$ cat config.mk
export PLATFORM = sky130hd
export DESIGN_NAME = fifo_page_replacement_top
export DESIGN_NICKNAME = d
export VERILOG_FILES = /design/src/hw/rtl/fpr_pkg.sv /design/src/hw/rtl/fifo_page_replacement_top.sv
export SDC_FILE = /design/constraint.sdc
export NUM_CORES = 1
export LEC_CHECK = 0
export BUFFER_PORTS_ARGS = -buffer_cell sky130_fd_sc_hd__buf_2
export CORE_MARGIN = 5
export CORE_UTILIZATION = 50
export CTS_BUF_LIST = sky130_fd_sc_hd__clkbuf_16
export DETAILED_ROUTE_END_ITERATION = 6
export GPL_TIMING_DRIVEN = 0
export PLACE_DENSITY = 0.67
export SYNTH_ARGS = -nofsm -noshare
export SYNTH_HDL_FRONTEND = slang
export SYNTH_SLANG_ARGS = --single-unit
export TNS_END_PERCENT = 50
$ cat constraint.sdc
create_clock -name clk -period 5.4 [get_ports clk]
set_clock_uncertainty 0.05 [all_clocks]
set_input_delay 0.81 -clock clk [delete_from_list [all_inputs] [get_ports clk]]
set_output_delay 0.81 -clock clk [all_outputs]
set_load 0.01 [all_outputs]
$ cat src/hw/rtl/fpr_pkg.sv
// Shared constants, types and helper functions of the FIFO page replacement block.
package fpr_pkg;

	localparam int MAX_FRAMES    = 16;
	localparam int ADDRESS_BITS  = 32;
	localparam int PAGE_W        = 32;
	localparam int CFG_W         = 5;
	localparam int SLOT_W        = (MAX_FRAMES > 1) ? $clog2(MAX_FRAMES) : 1;
	localparam int COUNT_W       = $clog2(MAX_FRAMES + 1);
	localparam int SHIFT_LIMIT   = 20;

	typedef logic [SLOT_W-1:0]  slot_t;
	typedef logic [COUNT_W-1:0] count_t;
	typedef logic [PAGE_W-1:0]  page_t;

	typedef enum logic {
		REG_FRAME_COUNT    = 1'b0,
		REG_PAGE_SIZE_LOG2 = 1'b1
	} reg_index_t;

	// Ring position base + offset, wrapped at MAX_FRAMES. Offset is at most MAX_FRAMES.
	function automatic slot_t slot_after(input slot_t base, input count_t offset);
		logic [COUNT_W:0] sum;
		sum = {{(COUNT_W + 1 - SLOT_W){1'b0}}, base} + {1'b0, offset};
		if (sum >= (COUNT_W + 1)'(MAX_FRAMES)) begin
			sum = sum - (COUNT_W + 1)'(MAX_FRAMES);
		end
		return sum[SLOT_W-1:0];
	endfunction

	// Frame count as used by the replacement logic: zero acts as one, large values clip.
	function automatic count_t effective_frames(input logic [CFG_W-1:0] frame_count);
		count_t result;
		if (frame_count == '0) begin
			result = count_t'(1);
		end else if ({1'b0, frame_count} > (CFG_W + 1)'(MAX_FRAMES)) begin
			result = count_t'(MAX_FRAMES);
		end else begin
			result = count_t'(frame_count);
		end
		return result;
	endfunction

endpackage

$ cat src/hw/rtl/fifo_page_replacement_top.sv
// FIFO page replacement block: page lookup over a resident-page memory with FIFO eviction.
//
// Each item is an address; its page number is the address shifted right by page_size_log2
// (clipped at 20). The resident pages sit in one 16-entry synchronous memory that is walked
// from the oldest slot, one read and one compare per cycle, so a hit stops the walk at the
// matching entry while a miss reads every resident entry. On a miss the page is written at the ring tail;
// when the ring already holds at least the effective frame count of pages the oldest is retired as well.
// One item is worked on at a time;
// a new item is taken while the previous result still waits in the output register.
// Configuration writes are taken at any time but are meant for when the block is idle.
module fifo_page_replacement_top (
	input  logic                            clk,
	input  logic                            arst_n,
	input  logic                            cfg_write,
	input  logic                            cfg_index,
	input  logic [fpr_pkg::CFG_W-1:0]       cfg_data,
	input  logic                            in_valid,
	output logic                            in_stall,
	input  logic [fpr_pkg::ADDRESS_BITS-1:0] address,
	output logic                            out_valid,
	input  logic                            out_stall,
	output logic [fpr_pkg::PAGE_W-1:0]      page_number,
	output logic                            fault,
	output logic [31:0]                     fault_total,
	output logic signed [32:0]              distance,
	output logic                            distance_valid
);

	typedef enum logic [1:0] {
		ST_IDLE,
		ST_LOOK,
		ST_FINISH
	} state_t;

	state_t                        state_q;
	logic [fpr_pkg::CFG_W-1:0]     frame_count_q;
	logic [fpr_pkg::CFG_W-1:0]     page_size_log2_q;
	fpr_pkg::slot_t                oldest_q;
	fpr_pkg::count_t               count_q;
	fpr_pkg::count_t               idx_q;
	fpr_pkg::page_t                prev_page_q;
	logic                          seen_any_q;
	logic [31:0]                   fault_counter_q;
	fpr_pkg::page_t                page_q;
	logic signed [32:0]            dist_q;
	logic                          dist_valid_q;
	logic                          miss_q;
	logic                          rd_vld_s1;
	logic                          out_valid_q;
	fpr_pkg::page_t                out_page_q;
	logic                          out_fault_q;
	logic [31:0]                   out_total_q;
	logic signed [32:0]            out_dist_q;
	logic                          out_dist_valid_q;

	fpr_pkg::page_t                mem [fpr_pkg::MAX_FRAMES];
	fpr_pkg::page_t                rd_data_s1;
	fpr_pkg::slot_t                rd_addr;
	fpr_pkg::slot_t                wr_addr;
	logic                          wr_en;

	logic [4:0]                    shift;
	fpr_pkg::page_t                page_in;
	fpr_pkg::count_t               frames;
	logic                          in_accept;
	logic                          out_free;
	logic                          hit;
	logic                          walk_done;

	assign shift = (page_size_log2_q > 5'(fpr_pkg::SHIFT_LIMIT)) ?
		5'(fpr_pkg::SHIFT_LIMIT) : page_size_log2_q;
	assign page_in   = fpr_pkg::PAGE_W'(address >> shift);
	assign frames    = fpr_pkg::effective_frames(frame_count_q);
	assign in_stall  = (state_q != ST_IDLE);
	assign in_accept = in_valid && !in_stall;
	assign out_free  = !out_valid_q || !out_stall;

	// A read issued in one cycle is compared in the next.
	assign hit       = rd_vld_s1 && (rd_data_s1 == page_q);
	assign walk_done = (idx_q == count_q);
	assign rd_addr   = fpr_pkg::slot_after(oldest_q, idx_q);
	assign wr_addr   = fpr_pkg::slot_after(oldest_q, count_q);
	assign wr_en     = (state_q == ST_FINISH) && out_free && miss_q;

	always_ff @(posedge clk) begin
		if (wr_en) begin
			mem[wr_addr] <= page_q;
		end
		rd_data_s1 <= mem[rd_addr];
	end

	always_ff @(posedge clk or negedge arst_n) begin
		if (!arst_n) begin
			state_q          <= ST_IDLE;
			frame_count_q    <= fpr_pkg::CFG_W'(16);
			page_size_log2_q <= fpr_pkg::CFG_W'(12);
			oldest_q         <= '0;
			count_q          <= '0;
			idx_q            <= '0;
			prev_page_q      <= '0;
			seen_any_q       <= 1'b0;
			fault_counter_q  <= '0;
			rd_vld_s1        <= 1'b0;
			out_valid_q      <= 1'b0;
		end else begin
			if (cfg_write) begin
				unique case (fpr_pkg::reg_index_t'(cfg_index))
					fpr_pkg::REG_FRAME_COUNT:    frame_count_q    <= cfg_data;
					fpr_pkg::REG_PAGE_SIZE_LOG2: page_size_log2_q <= cfg_data;
					default: ;
				endcase
			end

			if ((state_q == ST_FINISH) && out_free) begin
				out_valid_q <= 1'b1;
			end else if (!out_stall) begin
				out_valid_q <= 1'b0;
			end

			unique case (state_q)
				ST_IDLE: begin
					rd_vld_s1 <= 1'b0;
					if (in_accept) begin
						page_q       <= page_in;
						dist_q       <= seen_any_q ?
							($signed({1'b0, page_in}) - $signed({1'b0, prev_page_q})) : '0;
						dist_valid_q <= seen_any_q;
						prev_page_q  <= page_in;
						seen_any_q   <= 1'b1;
						idx_q        <= '0;
						state_q      <= ST_LOOK;
					end
				end
				ST_LOOK: begin
					if (!walk_done) begin
						idx_q     <= idx_q + 1'b1;
						rd_vld_s1 <= 1'b1;
					end else begin
						rd_vld_s1 <= 1'b0;
					end
					if (hit) begin
						miss_q  <= 1'b0;
						state_q <= ST_FINISH;
					end else if (walk_done) begin
						miss_q  <= 1'b1;
						state_q <= ST_FINISH;
					end
				end
				ST_FINISH: begin
					rd_vld_s1 <= 1'b0;
					if (out_free) begin
						out_page_q       <= page_q;
						out_fault_q      <= miss_q;
						out_dist_q       <= dist_q;
						out_dist_valid_q <= dist_valid_q;
						if (miss_q && fault_counter_q != '1) begin
							fault_counter_q <= fault_counter_q + 1'b1;
							out_total_q     <= fault_counter_q + 1'b1;
						end else begin
							out_total_q     <= fault_counter_q;
						end
						if (miss_q) begin
							// A full ring retires its oldest page; the tail is written in the same cycle.
							if (count_q < frames) begin
								count_q <= count_q + 1'b1;
							end else begin
								oldest_q <= fpr_pkg::slot_after(oldest_q, fpr_pkg::count_t'(1));
							end
						end
						state_q <= ST_IDLE;
					end
				end
				default: state_q <= ST_IDLE;
			endcase
		end
	end

	assign out_valid      = out_valid_q;
	assign page_number    = out_page_q;
	assign fault          = out_fault_q;
	assign fault_total    = out_total_q;
	assign distance       = out_dist_q;
	assign distance_valid = out_dist_valid_q;

endmodule

# After elaboration in Yosys (flattened, before gate mapping)
# Memories as Yosys holds them, arrays and structs flattened. A register that Yosys moved wholly into a read port is not among the register bits.
# Index checks and enable logic that the tools add are counted.
# totals
regBits	259
ram_bits	512
in_bits	43
out_inout_bits	101
mem_count	1
# classes
n_addsub	10
magnitude_cmp	6
n_eq_ne	10
shift	1
mux	22
bitwise_logic	2
n_reduce_logical	27
# memory_table
memory	depth	width	read_ports	rd_clocked_by_memory_dff	write_ports	line	text
mem	16	32	1	1	1	fifo_page_replacement_top.sv:56	fpr_pkg::page_t mem [fpr_pkg::MAX_FRAMES];
# ops
cell	n
$sub 32x32->33	1
$add 32x1->32 const B	1
$eq 32x32->1	1
$mux 32	1
$ne 32x32->1 const B	1
$shr 32x5->32	1
$mux 5	5
$reduce_and 3->1	5
$add 4x5->6	2
$ge 6x5->1 const B	2
$mux 4	3
$sub 4x1->4 const B	3
$add 5x1->5 const B	2
$gt 5x5->1 const B	2
$pmux 5 s2	1
$mux 2	4
$reduce_and 2->1	4
$reduce_and 4->1	2
$reduce_bool 2->1	4
$mux 1	6
$ne 2x2->1 const B	3
$pmux 2 s3	1
$add 4x1->5 const B	1
$eq 5x5->1	1
other kinds (14)	21

# Longest topological paths before layout
# Gate-level depths: netlist (run 1).
# depth
word_depth	6
mapped_depth	20

# Worst setup path before layout (run 1)
# Ideal clock, no wire load.
# synth_timing
path_kind	register to register
start	reg page_size_log2_q[3] (netlist name)
end	reg dist_q[31], data pin
setup_time_ns	0.258
t_arrival_ns	4.023
required_ns	5.092
slack_ns	1.069
path_stages_with_launch	20
n_path_buf	3
synth_period_minus_slack_ns	4.331
path_cell_list	dfstp_2 > buf_2 > o21ai_4 > nand2_2 > buf_2 > buf_2 > mux4_2 > a211oi_1 > a21oi_1 > nand2_1 > o21ai_0 > ha_1 > a21o_1 > a211o_1 > o2111ai_1 > a211oi_1 > o2111ai_1 > a211oi_1 > a311o_1 > mux2i_1
# synth_via
elab_chain_cells	4
# synth_lines
item	line	text
start: declaration	fifo_page_replacement_top.sv:37	logic [fpr_pkg::CFG_W-1:0] page_size_log2_q;
start signal: assignment	fifo_page_replacement_top.sv:96	page_size_log2_q <= fpr_pkg::CFG_W'(12);
start signal: assignment	fifo_page_replacement_top.sv:109	fpr_pkg::REG_PAGE_SIZE_LOG2: page_size_log2_q <= cfg_data;
$gt 5x5->1	fifo_page_replacement_top.sv:70	assign shift = (page_size_log2_q > 5'(fpr_pkg::SHIFT_LIMIT)) ?
$mux 5 *	fifo_page_replacement_top.sv:70	
$shr 32x5->32 *	fifo_page_replacement_top.sv:72	assign page_in = fpr_pkg::PAGE_W'(address >> shift);
net page_in[4]	fifo_page_replacement_top.sv:63	fpr_pkg::page_t page_in;
$sub 32x32->33 *	fifo_page_replacement_top.sv:126	($signed({1'b0, page_in}) - $signed({1'b0, prev_page_q})) : '0;
end signal: assignment	fifo_page_replacement_top.sv:125	dist_q <= seen_any_q ?
end: declaration	fifo_page_replacement_top.sv:45	logic signed [32:0] dist_q;
# The timed path passes the listed nets; every way through them passes the cells marked *.
# A chain may end at the register's enable or synchronous reset.

# Worst setup path in the final report (run 1)
# layout_timing
start	reg page_size_log2_q[3] (netlist name)
end	reg dist_q[30], data pin
# Same word-level chain as after synthesis.

==> flow_summary_export.csv, run 1 <==
group,metric,value,unit
hold_path,hold_class,"primary input to async pin",
route,vias,20000,
status,status,"completed",
route,drt_iter0_markers,1907,
power,ir_worst_vdd,280,uV
critical_path,cp.arrival,5.65,ns
sta,rsz0062_at_grt,"true",
global_route,grt_pass1_wl,128,mm
critical_path,r2r_setup_slack,0.11,ns
power,pwr-share-comb,38.9,%
critical_path,critPathKind,"flip-flop to flip-flop",
critical_path,critical_path_buf_inv_count,5,
final_layout,drive_gt1_share,22.7,%
synth,synth_top_cell_area_share,59.6,%
power,p_leak,14.0,nW
global_route,grt_overflow,0,
power,p_int,14.5,mW
placed_design,dp_slack,-0.771,ns
synth,synth_common_cells,"edfxtp_1, nand2_1, mux4_2, nor2_1, xnor2_1",
critical_path,critPathTopFamily,"compound AO/OA/AOI/OAI gates",
final_layout,fin_nets,2515,
clock_tree,cts.sinks,803,
clock_tree,clock-root-buffer,"clkbuf_16",
sta,hold_viol_final,0,
floorplanning,num_io_pins,144,
synth,synth_edf_count,678,
power,powerDensity,561,nW/um^2
power,p_seq_share,36.3,%
route,routed_wirelength,83.3,mm
placed_design,gp_congestion,0.904,
floorplanning,num_rows,95,
synth,yosys_warnings,0,
synth,yosys.area.top_type,"edfxtp_1",
floorplanning,coreArea,67500,sq um
final_layout,area_growth_syn_to_layout,15.3,%
global_route,grt_max_degree,69,
clock_tree,cts_tree,"done",
final_layout,diodes,0,
route,dr.pass1.iters,6,
sta,worst_pin_slew,1.30,ns
floorplanning,dieArea,73700,sq um
power,p_sw,7.64,mW
clock_tree,clk_pin_slew,0.06,ns
synth,synth_nets,2265,
route,ant_nets,0,
sta,maxSlewViolCount,0,
critical_path,cp-end-kind,"flip-flop",
power,clkPwrFrac,24.8,%
final_layout,seqCellArea,23300,sq um
route,drc,0,
floorplanning,die_w,271,um
synth,synthArstFlopShare,11.6,%
run,drv_cap,0,
clock_tree,cts_buffers,81,
power,swShare,34.5,%
synth,synth_area_leaders,"edfxtp_1, mux4_2, dfrtp_1, xnor2_1, nand2_1",
sta,worst_slack,0.112,ns
placed_design,dp_hpwl,58.0,mm
synth,syn_area,34200,sq um
floorplanning,initial_core_util,50.6,%
synth,yosysSeqAreaShare,68.3,%
critical_path,cp_data_required_time,5.76,ns
critical_path,path_common_cell,"a21oi_1",
sta,layout_min_cycle_time,5.29,ns
floorplanning,die_h,271,um
clock_tree,postCtsHoldBufs,0,
critical_path,crit_path_top_delay_cell,"dfstp_2",
synth,synthDistinctLibCells,76,
critical_path,critical_path.max_stage_delay,0.51,ns
synth,ys.flop_type,"edfxtp_1",
critical_path,path_cells,"buf_2 -> a21o_1 -> clkbuf_4 -> buf_6 -> buf_2 -> o21ai_0 -> a21oi_1 -> o21ai_1 -> ha_1 -> clkbuf_1 -> a21oi_1 -> o211ai_1 -> a21oi_1 -> o22ai_1 -> nor3_2 -> o21ai_2 -> a31oi_2 -> mux2i_2",
critical_path,startpoint_type,"flip-flop",
route,viasPerCell,5.95,
global_route,antenna_found_initial,1,
placed_design,io_buffers,143,
synth,synth.most_common_cell,"edfxtp_1",
global_route,grt_usage,22.6,%
clock_tree,htreeDepth,3,
sta,setup_tns,0,ns
final_layout,utilization,58.4,%
final_layout,multi_input_comb_area,10500,sq um
sta,timing.final.crit_share,97.9,%
sta,setup_viol,0,
sta,fmax,189,MHz
route,wire_per_inst,24.8,um
synth,syn_avg_cell_area,15.7,sq um
synth,syn_inst,2173,
global_route,grt_pass1_vias,20800,
critical_path,path_max_fanout,10,
synth,synth_seq_cells,803,
placed_design,place_inst,3207,
final_layout,finalNonFillerCells,3362,
clock_tree,clk_latency,0.62,ns
clock_tree,cts_max_path_buffers,3,
sta,relSlewSlack,13.0,%
final_layout,fill_cells,5210,
## registers in the layout (all words and copies together) (netlist names)
name and flops:
state_q 2, distance_valid 1, dist_q 33, distance 33
page_q 32, page_size_log2_q 5, fault_total 32, dist_valid_q 1
idx_q 5, count_q 5, rd_vld_s1 1, prev_page_q 32
miss_q 1, oldest_q 4, mem 512, page_number 32
fault 1, seen_any_q 1, rd_data_s1 32, frame_count_q 5
fault_counter_q 32, out_valid 1
## power by group through the flow
stage / Sequential (mW) / Combinational, mW / Clock, mW
2_1_floorplan: 8.00 / 6.05 / 0
3_3_place_gp: 8.13 / 8.22 / 0
3_5_place_dp: 8.14 / 8.43 / 0
4_1_cts: 8.02 / 8.58 / 5.60
5_1_grt: 8.08 / 9.39 / 5.89
6_report: 8.02 / 8.61 / 5.48
## per-layer routing
metal	vias up	wire length (um)	share of wire, %	track usage, %
li1	8827	-	-	-
met1	10300	34700	42	31.3
met2	745	40800	49	37.2
met3	157	5370	6.4	3.63
met4	2	2420	2.9	7.04
met5	-	20	0.024	0
## cells in the final DEF, fill, tap and decap left out, types with 9 or more instances in the layout
| cell | instances |
|---|---|
| mux4_2 | 135 |
| nor3_1 | 15 |
| nor2_1 | 105 |
| nand2_1 | 195 |
| nand2b_1 | 10 |
| dfrtp_1 | 90 |
| buf_12 | 9 |
| inv_1 | 66 |
| o21ai_0 | 31 |
| clkinv_1 | 17 |
| buf_4 | 15 |
| clkinv_2 | 11 |
| edfxtp_1 | 678 |
| dfxtp_1 | 32 |
| buf_2 | 165 |
| o31ai_1 | 11 |
| clkbuf_16 | 83 |
| xnor2_1 | 92 |
| clkbuf_1 | 65 |
| a21o_1 | 20 |
| and2_1 | 44 |
| buf_1 | 9 |
| and3_1 | 13 |
| nor2b_1 | 15 |
| a31oi_1 | 36 |
| o211ai_1 | 9 |
| a211oi_1 | 52 |
| a21oi_1 | 52 |
| ha_1 | 45 |
| mux2_2 | 28 |
| mux2i_1 | 48 |
| xor2_1 | 50 |
| nand3_1 | 30 |
| nor2_4 | 17 |
| buf_16 | 9 |
| nand4_1 | 24 |
## final cells by class
cell class / count / share of cell area (%)
plain buffers: 116 / 1.32
clock buffers: 83 / 5.27
clock inverters: 66 / 1.35
inverters: 50 / 0.476
multi-input cells: 1204 / 26.6
flip-flops and latches: 803 / 59.2
well taps: 873 / 2.77
repair buffers: 167 / 3.02
## path summary, 6_finish.rpt
kind	to	cells past startpoint	start
setup / recovery	dist_q[30]	18	page_size_log2_q[3]
hold / removal	fault_counter_q[24]	1	arst_n
setup reg to reg	dist_q[30]	18	page_size_log2_q[3]
hold reg to reg	distance[15]	0	dist_q[15]
max in group asynchronous	prev_page_q[15]	2	arst_n
min in group clk	distance[15]	0	dist_q[15]
## cells by family (layout without fill, tap and decap cells)
family,Yosys count,in the layout,share of synthesized area [%]
AOI/OAI and AO/OA,282,282,5.60
xor gates and xnor gates,144,144,3.69
adders and majority gates,49,49,1.86
buffers and inverters,166,482,2.00
DFF,803,803,68.3
muxes,219,219,11.5
and+or+nand+nor,510,510,7.09
## stage by stage
step / hold slack, ns / cell area, sq um / total power, mW
after CTS: 0.0478 / 39300 / 22.2
after detailed placement: 0.355 / 36500 / 16.6
after global routing: 0.0754 / 39400 / 23.4
after global placement: 0.359 / 36000 / 16.4
final: 0.0879 / 39400 / 22.1
after floorplan: 0.350 / 34200 / 14.0
## repair_timing
item,in CTS,in global routing
endpoints found under the setup margin,10,10
resized for setup,29,26
setup buffers,0,6
pin swaps,0,6
(Power assumes the default switching activity.)
==> inputs of run 2 (changes only) <==
ABC_AREA = 1   (was unset)
PLACE_DENSITY = 0.65   (was 0.67)
SLEW_MARGIN = 40   (was unset)
==> run 2 against run 1 <==
Compared with the run above:
- final cell count increased by 34%
- routed wire length grew 24%
- largest cell class unchanged
- design area grew 5.7%
- global-route usage rose by 3.9 points
- clock-buffer cell count did not move
- power increased by 5.3%
- via count increased by 28%
- combinational power grew 8.6%
- sequential share of layout area decreased by 3.2 points
- worst setup slack improved by 0.90 ns
- largest power group unchanged
- register-to-register slack better by 0.90 ns
- core utilization increased by 0.10 points
==> flow_summary_export.csv, run 2 <==
group,metric,value,unit
global_route,gr-usage-met2,44.7,%
floorplanning,die_w,278,um
clock_tree,htreeDepth,3,
critical_path,critPathKind,"flip-flop to flip-flop",
final_layout,largest_reg_flops,512,
sta,rsz0062_at_grt,"false",
critical_path,cp-end-kind,"flip-flop",
route,dr.pass1.iters,6,
critical_path,startpoint_type,"flip-flop",
floorplanning,dieArea,77100,sq um
synth,syn_inst,3214,
power,p_int,13.9,mW
global_route,grt_pass1_vias,25500,
sta,layout_min_cycle_time,4.39,ns
hold_path,hold_class,"flip-flop to flip-flop",
power,swShare,40.4,%
power,clkPwrFrac,24.8,%
clock_tree,cts.sinks,803,
synth,ys.flop_type,"edfxtp_1",
synth,synth_edf_count,678,
sta,worst_pin_slew,0.911,ns
synth,synth_seq_cells,803,
clock_tree,clock-root-buffer,"clkbuf_16",
power,p_sw,9.41,mW
global_route,grt_overflow,0,
placed_design,io_buffers,143,
floorplanning,initial_core_util,50.3,%
final_layout,final_common_cell,"edfxtp_1",
status,status,"completed",
global_route,grt_max_degree,68,
clock_tree,cts_max_path_buffers,3,
synth,yosys.area.top_type,"edfxtp_1",
clock_tree,clk_pin_slew,0.07,ns
clock_tree,postCtsSetupBuffers,0,
route,viasPerCell,5.69,
synth,synthDistinctLibCells,54,
route,wire_per_inst,23.0,um
synth,syn_avg_cell_area,11.1,sq um
sta,fmax,228,MHz
synth,synth.most_common_cell,"edfxtp_1",
global_route,grt_usage,26.5,%
sta,maxSlewViolCount,0,
synth,synth_top_cell_area_share,56.9,%
final_layout,regMostFlops,"mem",
route,drc,0,
final_layout,final_cell_mix,"edfxtp_1, nand2_1, inv_1",
placed_design,dpl-instance-area,38900,sq um
run,drv_cap,0,
route,drt_iter0_markers,2610,
clock_tree,cts_tree,"done",
floorplanning,num_io_pins,144,
route,vias,25600,
floorplanning,die_h,278,um
synth,synthArstFlopShare,11.6,%
final_layout,diodes,0,
synth,syn_area,35800,sq um
global_route,use_met3,3.67,%
route,ant_nets,0,
global_route,antenna_found_initial,0,
clock_tree,post_cts_resized,0,
sta,hold_viol_final,0,
power,p_leak,16.4,nW
clock_tree,cts_buffers,82,
placed_design,dp_hpwl,75.4,mm
route,routed_wirelength,104,mm
sta,relSlewSlack,39.3,%
sta,worst_slack,1.01,ns
placed_design,gp_congestion,0.972,
synth,yosys_warnings,0,
global_route,busiest_layer,"met2",
sta,timing.final.crit_share,81.2,%
final_layout,utilization,58.5,%
sta,whs,0.366,ns
global_route,grt_use_met1,36.1,%
final_layout,fin_nets,3578,
power,pwr-share-comb,40.2,%
final_layout,fill_cells,5876,
power,powerDensity,559,nW/um^2
critical_path,cp_data_required_time,5.75,ns
critical_path,cp.arrival,4.73,ns
synth,yosysSeqAreaShare,65.2,%
power,p_seq_share,35.0,%
clock_tree,clk_latency,0.66,ns
synth,synth_common_cells,"edfxtp_1, nand2_1, inv_1, o21ai_0, a21oi_1",
final_layout,stdcell_area,41600,sq um
synth,synth_area_leaders,"edfxtp_1, dfrtp_1, nand2_1, o21ai_0, mux2i_1",
critical_path,path_max_fanout,10,
placed_design,dp_slack,1.12,ns
final_layout,drive_gt1_share,11.7,%
floorplanning,coreArea,71200,sq um
global_route,grt_pass1_wl,156,mm
sta,setup_viol,0,
synth,synth_nets,3306,
floorplanning,num_rows,98,
final_layout,area_growth_syn_to_layout,16.3,%
power,ir_worst_vdd,320,uV
run 2: cell count changes after synthesis, sizes merged, moves of 72 or more:
cell   delta
a21oi   +178
mux4    -135
xnor2    -77
o21ai   +254
nand2   +386
inv     +260
mux2i    +72
nand3   +167
run 2: cell families (layout without fill, tap and decap cells):
family / Yosys count / count (layout) / share of synthesized area (%)
buf+inv: 452 / 793 / 5.19
compound gates: 655 / 655 / 9.97
mux: 129 / 129 / 3.61
fa+ha+maj: 49 / 49 / 1.78
simple gates: 1071 / 1071 / 12.9
flops: 803 / 803 / 65.2
xor+xnor: 55 / 55 / 1.37
run 2: power by group through the flow:
stage	Combinational [mW]	Clock (mW)	Sequential, mW
final	9.35	5.76	8.16
after global routing	10.3	6.11	8.22
after CTS	9.29	5.84	8.16
after detailed placement	9.21	0	8.27
after global placement	8.95	0	8.27
after floorplan	5.99	0	8.09
run 2: what timing repair did:
action,CTS,global route
hold buffers,1,0
endpoints found under the setup margin,0,0
hold endpoints to repair,28,0
run 2: cell type report:
| type | count | area [sq um] | area share, % |
|---|---|---|---|
| repair buffers | 188 | 1750 | 4.21 |
| inverters | 311 | 1170 | 2.80 |
| plain buffers | 141 | 694 | 1.67 |
| multi-input cells | 1959 | 10800 | 25.9 |
| clock inverters | 70 | 663 | 1.59 |
| flip-flops and latches | 803 | 23300 | 56.0 |
| clock buffers | 83 | 2080 | 4.99 |
| well taps | 950 | 1190 | 2.85 |
run 2: layer usage:
| metal | vias to the layer above | wire, um |
|---|---|---|
| met5 | - | 0 |
| met1 | 12600 | 43400 |
| li1 | 11900 | - |
| met2 | 985 | 50200 |
| met4 | 0 | 3060 |
| met3 | 186 | 6950 |
run 2: critical path, stage by stage, from the launching register on:
cell and delay, ns:
dfstp_2 0.52, buf_4 0.18, nand2_4 0.09, inv_1 0.10
nor2_4 0.07, inv_1 0.13, clkbuf_1 0.46, nand3_1 0.14
nand2_1 0.11, nand2_1 0.07, nand3_2 0.14, inv_1 0.06
ha_1 0.18, inv_1 0.09, fa_1 0.18, nand2_1 0.08
nand2_1 0.07, o21ai_0 0.16, o21ai_0 0.47, nand2_1 0.10
nand2_1 0.22, nand2_1 0.08, nand2_1 0.09, nand2_1 0.07
a21oi_1 0.12, nor2_1 0.07
run 2: final timing paths:
kind / from / end / slack [ns] / cells after the start
setup / recovery: page_size_log2_q[3] / dist_q[26] / 1.01 / 25
hold / removal: dist_q[19] / distance[19] / 0.37 / 0
setup reg to reg: page_size_log2_q[3] / dist_q[26] / 1.01 / 25
hold reg to reg: dist_q[19] / distance[19] / 0.37 / 0
max in group asynchronous: arst_n / page_size_log2_q[2] / 4.03 / 3
min in group asynchronous: arst_n / fault_counter_q[27] / 0.57 / 2
run 2: metrics by stage:
step / setup TNS [ns] / std cells / total power, mW
after floorplan: 0 / 3214 / 14.1
after global placement: -356.79 / 4307 / 17.2
after detailed placement: 0 / 4349 / 17.5
after CTS: 0 / 4503 / 23.3
after global routing: 0 / 4505 / 24.6
final: 0 / 4505 / 23.3
